`src/rtl/sfu_pkg.sv`:
```
// shared types and constants of the setup frame checker
`timescale 1ns / 1ps

package sfu_pkg;

  localparam int NAME_CAPACITY_DEF = 32;

  localparam int POS_W = 9;
  localparam logic [POS_W-1:0] POS_MAX = '1;
  localparam logic [POS_W-1:0] POS_NAME = POS_W'(7);
  localparam logic [POS_W-1:0] POS_PIN_LAST = POS_W'(6);

  localparam logic [7:0] VERSION_BYTE = 8'h01;
  localparam logic [7:0] HOP_MAX = 8'h07;

  localparam logic [31:0] PIN_NONE = 32'hffff_ffff;
  localparam logic [31:0] PIN_KEEP = 32'hffff_fffe;
  localparam logic [31:0] PIN_LIMIT = 32'd999999;

  localparam logic [7:0] CTRL_LOW = 8'h20;
  localparam logic [7:0] CTRL_DEL = 8'h7f;
  localparam logic [7:0] ASCII_END = 8'h80;
  localparam logic [20:0] CODE_MAX = 21'h10ffff;
  localparam logic [20:0] SURR_LO = 21'h00d800;
  localparam logic [20:0] SURR_HI = 21'h00dfff;
  localparam logic [20:0] MIN_TWO = 21'h000080;
  localparam logic [20:0] MIN_THREE = 21'h000800;
  localparam logic [20:0] MIN_FOUR = 21'h010000;

  localparam logic [1:0] CLASS_TWO = 2'd0;
  localparam logic [1:0] CLASS_THREE = 2'd1;
  localparam logic [1:0] CLASS_FOUR = 2'd2;

  typedef enum logic [1:0] {
    ST_COLLECT,
    ST_VERDICT,
    ST_NAMES
  } sfu_state_t;

  typedef struct packed {
    logic take_byte;
    logic emit_header;
    logic emit_name;
    logic clear_frame;
  } sfu_cmd_t;

  typedef struct packed {
    logic ok;
    logic out_free;
    logic name_last;
  } sfu_status_t;

endpackage

```
`src/rtl/sfu_datapath.sv`:
```
// frame parser, utf-8 checker, name buffer and result register
`timescale 1ns / 1ps

module sfu_datapath #(
  parameter int NAME_CAPACITY = sfu_pkg::NAME_CAPACITY_DEF
) (
  input  logic                clk,
  input  logic                rst,
  input  sfu_pkg::sfu_cmd_t   cmd,
  output sfu_pkg::sfu_status_t status,
  input  logic [7:0]          frame_byte,
  input  logic                cfg_write,
  input  logic signed [31:0]  current_pin,
  output logic                result_valid,
  input  logic                result_stall,
  output logic                is_header,
  output logic                accepted,
  output logic [2:0]          hop_limit,
  output logic signed [20:0]  pin_value,
  output logic [4:0]          name_length,
  output logic [7:0]          name_byte,
  output logic                run_last
);
  import sfu_pkg::*;

  localparam int DEPTH = NAME_CAPACITY - 1;
  localparam int ADDR_W = (DEPTH > 1) ? $clog2(DEPTH) : 1;
  localparam logic [8:0] CAP9 = 9'(NAME_CAPACITY);
  localparam logic [POS_W-1:0] DEPTH_POS = POS_W'(DEPTH);

  // frame state
  logic [POS_W-1:0] position, position_next;
  logic [2:0]  hop_reg, hop_reg_next;
  logic [7:0]  length_reg, length_reg_next;
  logic [31:0] pin_accum, pin_accum_next;
  logic [1:0]  tail_left, tail_left_next;
  logic [20:0] code_accum, code_accum_next;
  logic [1:0]  minimum_class, minimum_class_next;
  logic        fault_flag, fault_flag_next;

  logic signed [31:0] pin_reg;
  logic [7:0]  name_store [DEPTH];
  logic [7:0]  rd_data;
  logic [7:0]  name_idx;
  logic [20:0] pin_hold;

  logic [POS_W-1:0] store_idx;
  logic [1:0]  lane;
  logic        store_we;
  logic [20:0] code_shift;
  logic [20:0] code_min;

  logic        frame_ok, pin_ok, cur_ok, pin_none, pin_keep;
  logic [20:0] pin_sel;
  logic        rd_en;
  logic [7:0]  rd_idx;

  assign store_idx = position - POS_NAME;
  assign lane = 2'(position - POS_W'(3));
  assign code_shift = {code_accum[14:0], frame_byte[5:0]};
  assign store_we = cmd.take_byte && (position >= POS_NAME)
                    && (store_idx < {1'b0, length_reg}) && (store_idx < DEPTH_POS);

  always_comb begin
    case (minimum_class)
      CLASS_TWO:   code_min = MIN_TWO;
      CLASS_THREE: code_min = MIN_THREE;
      default:     code_min = MIN_FOUR;
    endcase
  end

  // one frame byte per transfer
  always_comb begin
    position_next = position;
    hop_reg_next = hop_reg;
    length_reg_next = length_reg;
    pin_accum_next = pin_accum;
    tail_left_next = tail_left;
    code_accum_next = code_accum;
    minimum_class_next = minimum_class;
    fault_flag_next = fault_flag;
    if (cmd.take_byte) begin
      if (position == POS_W'(0)) begin
        if (frame_byte != VERSION_BYTE) fault_flag_next = 1'b1;
      end else if (position == POS_W'(1)) begin
        if (frame_byte > HOP_MAX) fault_flag_next = 1'b1;
        hop_reg_next = frame_byte[2:0];
      end else if (position == POS_W'(2)) begin
        length_reg_next = frame_byte;
        if (frame_byte == 8'd0 || {1'b0, frame_byte} >= CAP9) fault_flag_next = 1'b1;
      end else if (position <= POS_PIN_LAST) begin
        case (lane)
          2'd0:    pin_accum_next[7:0]   = pin_accum[7:0] | frame_byte;
          2'd1:    pin_accum_next[15:8]  = pin_accum[15:8] | frame_byte;
          2'd2:    pin_accum_next[23:16] = pin_accum[23:16] | frame_byte;
          default: pin_accum_next[31:24] = pin_accum[31:24] | frame_byte;
        endcase
      end else if (store_idx >= {1'b0, length_reg}) begin
        fault_flag_next = 1'b1;
      end else if (tail_left == 2'd0) begin
        // lead byte
        if (frame_byte < CTRL_LOW || frame_byte == CTRL_DEL) begin
          fault_flag_next = 1'b1;
        end else if (frame_byte < ASCII_END) begin
          fault_flag_next = fault_flag;
        end else if (frame_byte inside {[8'hc2:8'hdf]}) begin
          tail_left_next = 2'd1;
          code_accum_next = {16'd0, frame_byte[4:0]};
          minimum_class_next = CLASS_TWO;
        end else if (frame_byte inside {[8'he0:8'hef]}) begin
          tail_left_next = 2'd2;
          code_accum_next = {17'd0, frame_byte[3:0]};
          minimum_class_next = CLASS_THREE;
        end else if (frame_byte inside {[8'hf0:8'hf4]}) begin
          tail_left_next = 2'd3;
          code_accum_next = {18'd0, frame_byte[2:0]};
          minimum_class_next = CLASS_FOUR;
        end else begin
          fault_flag_next = 1'b1;
        end
      end else if (frame_byte[7:6] != 2'b10) begin
        fault_flag_next = 1'b1;
        tail_left_next = 2'd0;
      end else begin
        code_accum_next = code_shift;
        tail_left_next = tail_left - 2'd1;
        if (tail_left == 2'd1) begin
          if (code_shift < code_min || code_shift > CODE_MAX
              || (code_shift >= SURR_LO && code_shift <= SURR_HI)) begin
            fault_flag_next = 1'b1;
          end
        end
      end
      if (position != POS_MAX) position_next = position + POS_W'(1);
    end
    if (cmd.clear_frame) begin
      position_next = '0;
      hop_reg_next = '0;
      length_reg_next = '0;
      pin_accum_next = '0;
      tail_left_next = '0;
      code_accum_next = '0;
      minimum_class_next = '0;
      fault_flag_next = 1'b0;
    end
  end

  always_ff @(posedge clk) begin
    if (rst) begin
      position <= '0;
      hop_reg <= '0;
      length_reg <= '0;
      pin_accum <= '0;
      tail_left <= '0;
      code_accum <= '0;
      minimum_class <= '0;
      fault_flag <= 1'b0;
    end else begin
      position <= position_next;
      hop_reg <= hop_reg_next;
      length_reg <= length_reg_next;
      pin_accum <= pin_accum_next;
      tail_left <= tail_left_next;
      code_accum <= code_accum_next;
      minimum_class <= minimum_class_next;
      fault_flag <= fault_flag_next;
    end
  end

  always_ff @(posedge clk) begin
    if (rst) begin
      pin_reg <= -32'sd1;
    end else if (cfg_write) begin
      pin_reg <= current_pin;
    end
  end

  // verdict from the settled frame state
  assign frame_ok = !fault_flag && (tail_left == 2'd0)
                    && (position == POS_NAME + POS_W'(length_reg))
                    && (position > POS_NAME);
  assign pin_none = (pin_accum == PIN_NONE);
  assign pin_keep = (pin_accum == PIN_KEEP);
  assign cur_ok = (pin_reg >= -32'sd1) && (pin_reg <= $signed(PIN_LIMIT));
  assign pin_ok = pin_none || (pin_keep ? cur_ok : (pin_accum <= PIN_LIMIT));
  assign pin_sel = pin_none ? '1 : (pin_keep ? pin_reg[20:0] : pin_accum[20:0]);

  assign status.ok = frame_ok && pin_ok;
  assign status.out_free = !result_valid || !result_stall;
  assign status.name_last = ({1'b0, name_idx} + 9'd1) == {1'b0, length_reg};

  // name buffer
  assign rd_idx = cmd.emit_header ? 8'd0 : (name_idx + 8'd1);
  assign rd_en = (cmd.emit_header && status.ok) || (cmd.emit_name && !status.name_last);

  always_ff @(posedge clk) begin
    if (store_we) name_store[store_idx[ADDR_W-1:0]] <= frame_byte;
    if (rd_en) rd_data <= name_store[rd_idx[ADDR_W-1:0]];
  end

  always_ff @(posedge clk) begin
    if (rst) begin
      name_idx <= '0;
    end else if (cmd.emit_header) begin
      name_idx <= '0;
    end else if (cmd.emit_name) begin
      name_idx <= name_idx + 8'd1;
    end
  end

  // result register
  always_ff @(posedge clk) begin
    if (rst) begin
      result_valid <= 1'b0;
    end else if (cmd.emit_header || cmd.emit_name) begin
      result_valid <= 1'b1;
    end else if (!result_stall) begin
      result_valid <= 1'b0;
    end
  end

  always_ff @(posedge clk) begin
    if (cmd.emit_header) begin
      is_header <= 1'b1;
      accepted <= status.ok;
      hop_limit <= status.ok ? hop_reg : 3'd0;
      pin_value <= status.ok ? $signed(pin_sel) : 21'sd0;
      name_length <= status.ok ? length_reg[4:0] : 5'd0;
      name_byte <= 8'd0;
      run_last <= !status.ok;
      pin_hold <= pin_sel;
    end else if (cmd.emit_name) begin
      is_header <= 1'b0;
      accepted <= 1'b1;
      hop_limit <= hop_reg;
      pin_value <= $signed(pin_hold);
      name_length <= length_reg[4:0];
      name_byte <= rd_data;
      run_last <= status.name_last;
    end
  end

endmodule

```
`config.mk`:
```
export PLATFORM = sky130hd
export DESIGN_NAME = sfu_datapath
export DESIGN_NICKNAME = d
export VERILOG_FILES = /design/src/rtl/sfu_pkg.sv /design/src/rtl/sfu_datapath.sv
export SDC_FILE = /design/constraint.sdc
export NUM_CORES = 1
export LEC_CHECK = 0
export BUFFER_PORTS_ARGS = -buffer_cell sky130_fd_sc_hd__clkbuf_2
export CAP_MARGIN = 15
export CELL_PAD_IN_SITES_DETAIL_PLACEMENT = 1
export CELL_PAD_IN_SITES_GLOBAL_PLACEMENT = 1
export CORE_ASPECT_RATIO = 1.75
export CORE_MARGIN = 10
export CORE_UTILIZATION = 40
export DETAILED_ROUTE_END_ITERATION = 6
export PLACE_DENSITY_LB_ADDON = 0.1
export SYNTH_ARGS = -nofsm -noshare
export SYNTH_HDL_FRONTEND = slang
export SYNTH_SLANG_ARGS = --single-unit
```
`constraint.sdc`:
```
create_clock -name clk -period 7.1 [get_ports clk]
set_clock_uncertainty 0.05 [all_clocks]
set_input_delay 1.42 -clock clk [delete_from_list [all_inputs] [get_ports clk]]
set_output_delay 1.42 -clock clk [all_outputs]
set_load 0.005 [all_outputs]
```
==> summary.txt, run 1 <==
Floorplan
  – Die height: roughly 300 um
  – Starting Density: between 40% and 50%
  – Top-level I/O count: 92
  – Core area: 46060 um^2
  – Die area: between 50000 and 60000 um^2
  – Rows: roughly 100
  – Die X: 183.0 um

Synthesis
  – Top_reg_cell synth: edfxtp_1
  – Syn Inst Count: 1536
  – Syn Area/Cell: 12.11 um^2
  – Synthesized Nets: approximately 1600
  – Top cells by area, synth: edfxtp_1 (50%), dfxtp_1 (13%), mux2i_1 (2.9%)
  – EDFF count, synth: ~310
  – FFs w/ async S/R, synth: 0%
  – Mapped cell area: 18610 um^2
  – Top post-synthesis cells by count: edfxtp_1 (308), nor2_1 (139), dfxtp_1 (122)
  – Synth cell types: 68
  – #FFs+latches synth: between 400 and 500
  – Share of the synthesized area in the top cell type: 49.70%
  – Sequential area share after synthesis: 62.83%
  – Area leader, netlist: edfxtp_1
  – Syn. warnings: 0
  – Most frequent cell after synthesis: edfxtp_1

Worst setup path
  – Critical path type: reg -> reg
  – Startpoint types: register
  – Arrival time worst endpoint: 5.09 ns
  – Critical-path maximum fanout: 10
  – RR Startpoint: position[0]
  – Critical Path Sink Type: register
  – Crit path capture: name_store[18][2]
  – R2r setup slk: 2.15 ns
  – CP required: 7.24 ns
  – R2R depth: 10
  – Critical Path Start: position[0]
  – Crit Reg-Reg Endpoint: name_store[18][2]

Routing
  – TritonRoute pass-1 iters: 5
  – Antenna viol nets, final: 0
  – Routed vias: 12620
  – Vias per cell: around 5.7
  – DRC errors left: 0
  – DRT iter0 DRCs: 695
  – Post-Route WL: 58250 um
  – Avg WL per Cell: 26.42 um

Pwr
  – Combinational share of power: 5.9%
  – Switching Fraction: 23.09%
  – Total chip power: 5.272 mW
  – Lkg Pwr: 7.076 nW
  – Seq pwr share: 52.2%
  – Clk pwr share: 41.9%
  – Internal cell power: ~4.1 mW
  – VDD IR max: 166.5 uV
  – Net Switching: 1.218 mW
  – PD cells: 252.0 nW/um^2

Run
  – Max-capacitance violation count: 0

Timing
  – Maximum clock rate: 202.0 MHz
  – Fin. max-slew vios: 0
  – RSZ-0062 raised after global routing: no
  – Fin crit share: 69.72%
  – Setup WS post-layout: between 2 and 2.5 ns
  – Max transition margin: 22.93%
  – Final hold violations: 0
  – Setup TNS: 0 ns
  – Final setup viols: 0
  – Worst-margin pin slew: between 1 and 1.5 ns
  – Min cycle time layout: 4.950 ns

Global routing
  – GRT Resource Usage Total: between 20% and 30%
  – Global routing's busiest layer: met2
  – Vias in the first global route: ~13000
  – Met1 GRT Util: 21.01%
  – Initial antenna violation count: 0
  – First-pass GRT wire length: 87190 um
  – Met2 global-route usage: 40.15%
  – GR Overflow Total: 0
  – Pin count of the biggest net entering global routing: 73
  – Met3 Use GR: 2.613%

Placement
  – Place WS: 2.218 ns
  – DP HPWL: 40700 um
  – Port buffer count: 91
  – Post-DP Area: 19570 um^2
  – Placer Congestion: 0.8793

Clock network
  – Clk Tree Root Cell: clkbuf_16
  – CTS Buf Count: 42
  – Post CTS Setup Buffer Count: 0
  – Num Clock Sinks: 430
  – Hold_buf cts: 0
  – Clock buffer depth: 3
  – Post-cts sizing count: 0
  – Clock slew at reported path FFs: 0.06 ns
  – CTS tree: built
  – Clk_lat worst skew: 0.57 ns
  – H-Tree Level Count: 2

Final layout
  – Max reg flops: 248
  – Utilization after layout: between 40 and 50%
  – Area growth, synth to finish: 12.43%
  – Finished layout cell area: 20920 um^2
  – Fraction of layout cells with a size suffix above 1: 13.50%
  – ANT cells: 0
  – Nets: 1657

Hold path
  – Hold WC Path Type: reg -> reg
  – Hold_sp: code_accum[0]

Run status
  – Status: finished clean
-- worst min-delay path by stage --
| stage | end | slack, ns | cells after the start |
|---|---|---|---|
| global placement | code_accum[6] | 0.41 | 2 |
| global route | code_accum[6] | 0.46 | 2 |
| floorplan | code_accum[6] | 0.40 | 2 |
| CTS | code_accum[6] | 0.43 | 2 |
| finish | code_accum[6] | 0.43 | 2 |
| detailed placement | code_accum[6] | 0.42 | 2 |
-- cell type report --
cell class | instances | area (um^2)
clock inverters | 26 | 224.0
clock buffers | 52 | 1110
well taps | 583 | 729.5
multi-input cells | 971 | 6397
inverters | 25 | 93.84
repair buffers | 118 | 673.1
flip-flops and latches | 430 | 11690
fillers | 4831 | 25140
-- worst max-delay path, cell delays in order, from the launching register on --
cell	delay, ns
dfxtp_1	0.42
ha_1	0.32
and2_1	0.27
nor4_1	0.29
xor2_1	0.27
ha_1	0.32
a211oi_1	0.33
o221ai_1	0.27
a21boi_0	0.47
nand3_1	0.72
nor2_1	0.85
-- routing by layer --
| layer | vias up | routed length, um |
|---|---|---|
| li1 | 5878 | - |
| met1 | 6407 | 20770 |
| met2 | 238 | 32850 |
| met3 | 93 | 1811 |
| met4 | 0 | 2816 |
| met5 | - | 0 |
-- power by group through the flow --
| stage | clock, mW | combinational (mW) | sequential (mW) |
|---|---|---|---|
| after floorplan | 0 | 0.165 | 2.80 |
| after global placement | 0 | 0.311 | 2.81 |
| after detailed placement | 0 | 0.314 | 2.81 |
| after CTS | 2.25 | 0.316 | 2.76 |
| after global routing | 2.35 | 0.336 | 2.76 |
| final | 2.21 | 0.310 | 2.75 |
-- through the flow --
stage / std cells / hold WS, ns
after floorplan: 1536 / 0.3972
after global placement: 2126 / 0.4075
after detailed placement: 2126 / 0.4198
after CTS: 2204 / 0.4294
after global routing: 2205 / 0.4556
final: 2205 / 0.4283
-- cells in the final DEF (no fill, tap or decap), types with 7 or more instances in the layout --
cell type	netlist	routed
a211o_1	35	35
a211oi_1	27	27
a21oi_1	102	102
a31oi_1	29	29
and2_1	7	7
buf_4	1	27
clkbuf_1	78	9
clkbuf_16	0	43
clkbuf_2	0	90
clkinv_1	1	14
dfxtp_1	122	121
edfxtp_1	308	308
ha_1	21	21
inv_1	24	24
mux2_2	9	9
mux2i_1	53	53
mux4_2	19	19
nand2_1	106	106
nand2b_1	9	8
nand3_1	31	31
nand4_1	33	33
nor2_1	139	137
nor2b_1	63	63
nor3_1	21	21
nor4_1	25	25
o211ai_1	21	21
o21a_1	24	24
o21ai_0	43	43
o22ai_1	19	19
o2bb2ai_1	21	21
or4_1	8	8
xnor2_1	18	18
xor2_1	15	15
-- logic make-up (layout without fill, tap and decap cells) --
group                    Yosys count  after routing  share of synthesized area [%]
AO/OA/AOI/OAI                    367            367                          13.19
multiplexers                      81             81                          5.695
XOR/XNOR                          34             34                          1.641
buffers and inverters            135            221                          2.918
AND/OR/NAND/NOR                  468            468                          12.31
flip-flops                       430            430                          62.83
adder cells (fa/ha/maj)           21             21                          1.412
Note: power is estimated with default switching activity, not from simulation.
==> run 2, diff against run 1 <==
==> constraint.sdc (replaced) <==
create_clock -name clk -period 5 [get_ports clk]
set_clock_uncertainty 0.05 [all_clocks]
set_input_delay 1 -clock clk [delete_from_list [all_inputs] [get_ports clk]]
set_output_delay 1 -clock clk [all_outputs]
set_load 0.005 [all_outputs]
==> run 2 against run 1 <==
Non-clock buffer count rose by 42; clock power rose by 39%; clock-buffer cell count fell by 1; sequential share of layout area fell by 0.72 points; critical endpoint is now status[2]; global-route usage rose by 0.93 points; register-to-register slack got worse by 1.1 ns; critical path depth fell by 1; first-iteration DRC count rose by 10%.
==> summary.txt, run 2 (synthesis results as in run 1) <==
Run status
  – Status: finished clean

Worst setup path
  – RR Startpoint: position[1]
  – Max stage delay on crit path: 0.47 ns
  – Arrival time worst endpoint: 3.39 ns
  – Crit-path most repeated cell: inv_1
  – R2R depth: 12
  – Crit-path leading delay family: compound AO/OA/AOI/OAI gates
  – CP max stage cell: or4b_1
  – Critical Path Sink Type: output port
  – Critical-path maximum fanout: 7
  – Crit Reg-Reg Endpoint: name_store[21][0]
  – Critical path type: reg -> out
  – WP buf/inv: 3
  – R2r setup slk: 1.00 ns
  – Startpoint types: register
  – Worst path cell trace: inv_1, ha_1, nor2b_1, or4b_1, a211o_1, a31oi_1, o2111ai_1, inv_1, clkbuf_2
  – Critical path depth in cells: 9
  – CP required: 3.95 ns

Final layout
  – Area growth, synth to finish: 13.89%
  – Nets: around 1700
  – Commonest non-fill, non-tap cell in the layout: edfxtp_1
  – Leading cell types in the layout, fill and taps excluded: edfxtp_1 (308), nor2_1 (137), dfxtp_1 (121)
  – Max reg flops: 248
  – Finished layout cell area: 21190 um^2
  – Final Instance Count excl. Fillers: 2245
  – Fraction of layout cells with a size suffix above 1: between 10% and 20%

Run
  – Max-capacitance violation count: 0

Placement
  – DP HPWL: ~43000 um
  – Port buffer count: 91
  – Placed insts: 2169
  – Post-DP Area: 19900 um^2
  – Placer Congestion: around 0.9

Pwr
  – Internal cell power: 5.719 mW
  – Seq pwr share: 52.6%
  – Switching Fraction: a little under a quarter
  – Clk pwr share: ~41%
  – Lkg Pwr: 7.282 nW
  – PD cells: 350.5 nW/um^2
  – Combinational share of power: 6.1%
  – Net Switching: 1.709 mW
  – Total chip power: 7.428 mW
  – VDD IR max: roughly 240 uV

Routing
  – Avg WL per Cell: about 27 um
  – Antenna viol nets, final: 0
  – Post-Route WL: 60880 um
  – DRC errors left: 0
  – Routed vias: 12870
  – TritonRoute pass-1 iters: 5
  – Vias per cell: 5.731
  – DRT iter0 DRCs: ~770

Timing
  – Max transition margin: 29.34%
  – Setup TNS: 0 ns
  – Min cycle time layout: about 4.4 ns
  – Maximum clock rate: between 200 and 250 MHz
  – Final hold violations: 0
  – RSZ-0062 raised after global routing: no
  – Fin. max-slew vios: 0
  – WHS: roughly 0.42 ns
  – Fin crit share: between 80 and 90%
  – Worst-margin pin slew: 1.060 ns
  – Final setup viols: 0

Global routing
  – Met2 global-route usage: ~42%
  – Global routing's busiest layer: met2
  – Vias in the first global route: roughly 14000
  – GR Overflow Total: 0
  – First-pass GRT wire length: 90180 um
  – Initial antenna violation count: 1
  – GRT Resource Usage Total: 21.59%
  – Pin count of the biggest net entering global routing: between 70 and 80
  – Met3 Use GR: 2.875%
  – Met1 GRT Util: between 20% and 30%

Hold path
  – Hold_sp: code_accum[0]
  – Hold depth: 2
  – Hold WC Path Type: reg -> reg
  – Min-Delay Endpoint: code_accum[6]

Floorplan
  – Starting Density: 40.40%
  – Die X: 183.0 um
  – Top-level I/O count: 92
  – Core area: between 40000 and 50000 um^2
  – Rows: 104
  – Die height: roughly 310 um
  – Die area: 55890 um^2

Clock network
  – Clk Tree Root Cell: clkbuf_16
  – Clock buffer depth: 3
  – CTS Buf Count: 41
  – H-Tree Level Count: 2
  – CTS tree: built
  – Num Clock Sinks: 430
  – Clk_lat worst skew: 0.56 ns
  – Post-cts sizing count: 0
  – Post CTS Setup Buffer Count: 0
  – Clock slew at reported path FFs: 0.07 ns
  – Hold_buf cts: 0
[run 2: changes by cell type in the layout (fill, tap and decap cells not counted), sizes merged]
cell | before | now
clkinvlp | 2 | 3
inv | 27 | 25
clkinv | 19 | 18
buf | 28 | 70
diode | 0 | 1
clkbuf | 142 | 141
[run 2: per-stage QoR]
step / setup slack [ns] / utilization, %
after floorplan: 1.340 / -
after global placement: 1.151 / 43.19
after detailed placement: 1.055 / 43.19
after CTS: 0.4785 / 46.00
after global routing: 0.2885 / 46.00
final: 0.5605 / 46.00
[run 2: power groups by stage]
| stage | Sequential, mW | Clock (mW) | Combinational, mW |
|---|---|---|---|
| 6_report | 3.91 | 3.07 | 0.454 |
| 5_1_grt | 3.91 | 3.27 | 0.490 |
| 4_1_cts | 3.91 | 3.14 | 0.462 |
| 3_5_place_dp | 3.99 | 0 | 0.460 |
| 3_3_place_gp | 3.99 | 0 | 0.455 |
| 2_1_floorplan | 3.97 | 0 | 0.234 |
[run 2: layer usage]
layer,routed length (um),vias to the layer above
met3,2076,114
met2,33850,301
li1,-,5962
met1,21870,6488
met4,3072,2
met5,13,-
[run 2: worst max path at each step]
stage,startpoint,end,slack [ns]
after floorplan,position[0],name_store[0][0],1.34
after global placement,position[1],name_store[21][3],1.15
after detailed placement,position[0],name_store[21][4],1.05
after CTS,length_reg[1],status[2],0.48
after global routing,length_reg[1],status[2],0.29
final,length_reg[1],status[2],0.56
[run 2: layout make-up]
type | instances | area (um^2)
Antenna cell | 1 | 2.502
Clock buffer | 51 | 1085
Clock inverter | 24 | 207.7
Fill cell | 4894 | 24870
Inverter | 25 | 93.84
Multi-Input combinational cell | 971 | 6392
Sequential cell | 430 | 11690
Tap cell | 583 | 729.5
Timing Repair Buffer | 160 | 988.4
[run 2: worst reg2reg max path: cells and delay by family, from the launching register on]
family                     cells  cell delay [ns]
buffers and inverters          2             0.43
DFF                            1             0.54
adders and majority gates      2             0.71
and+or+nand+nor                5             0.85
AOI/OAI and AO/OA              2             0.69
xor gates and xnor gates       1             0.46
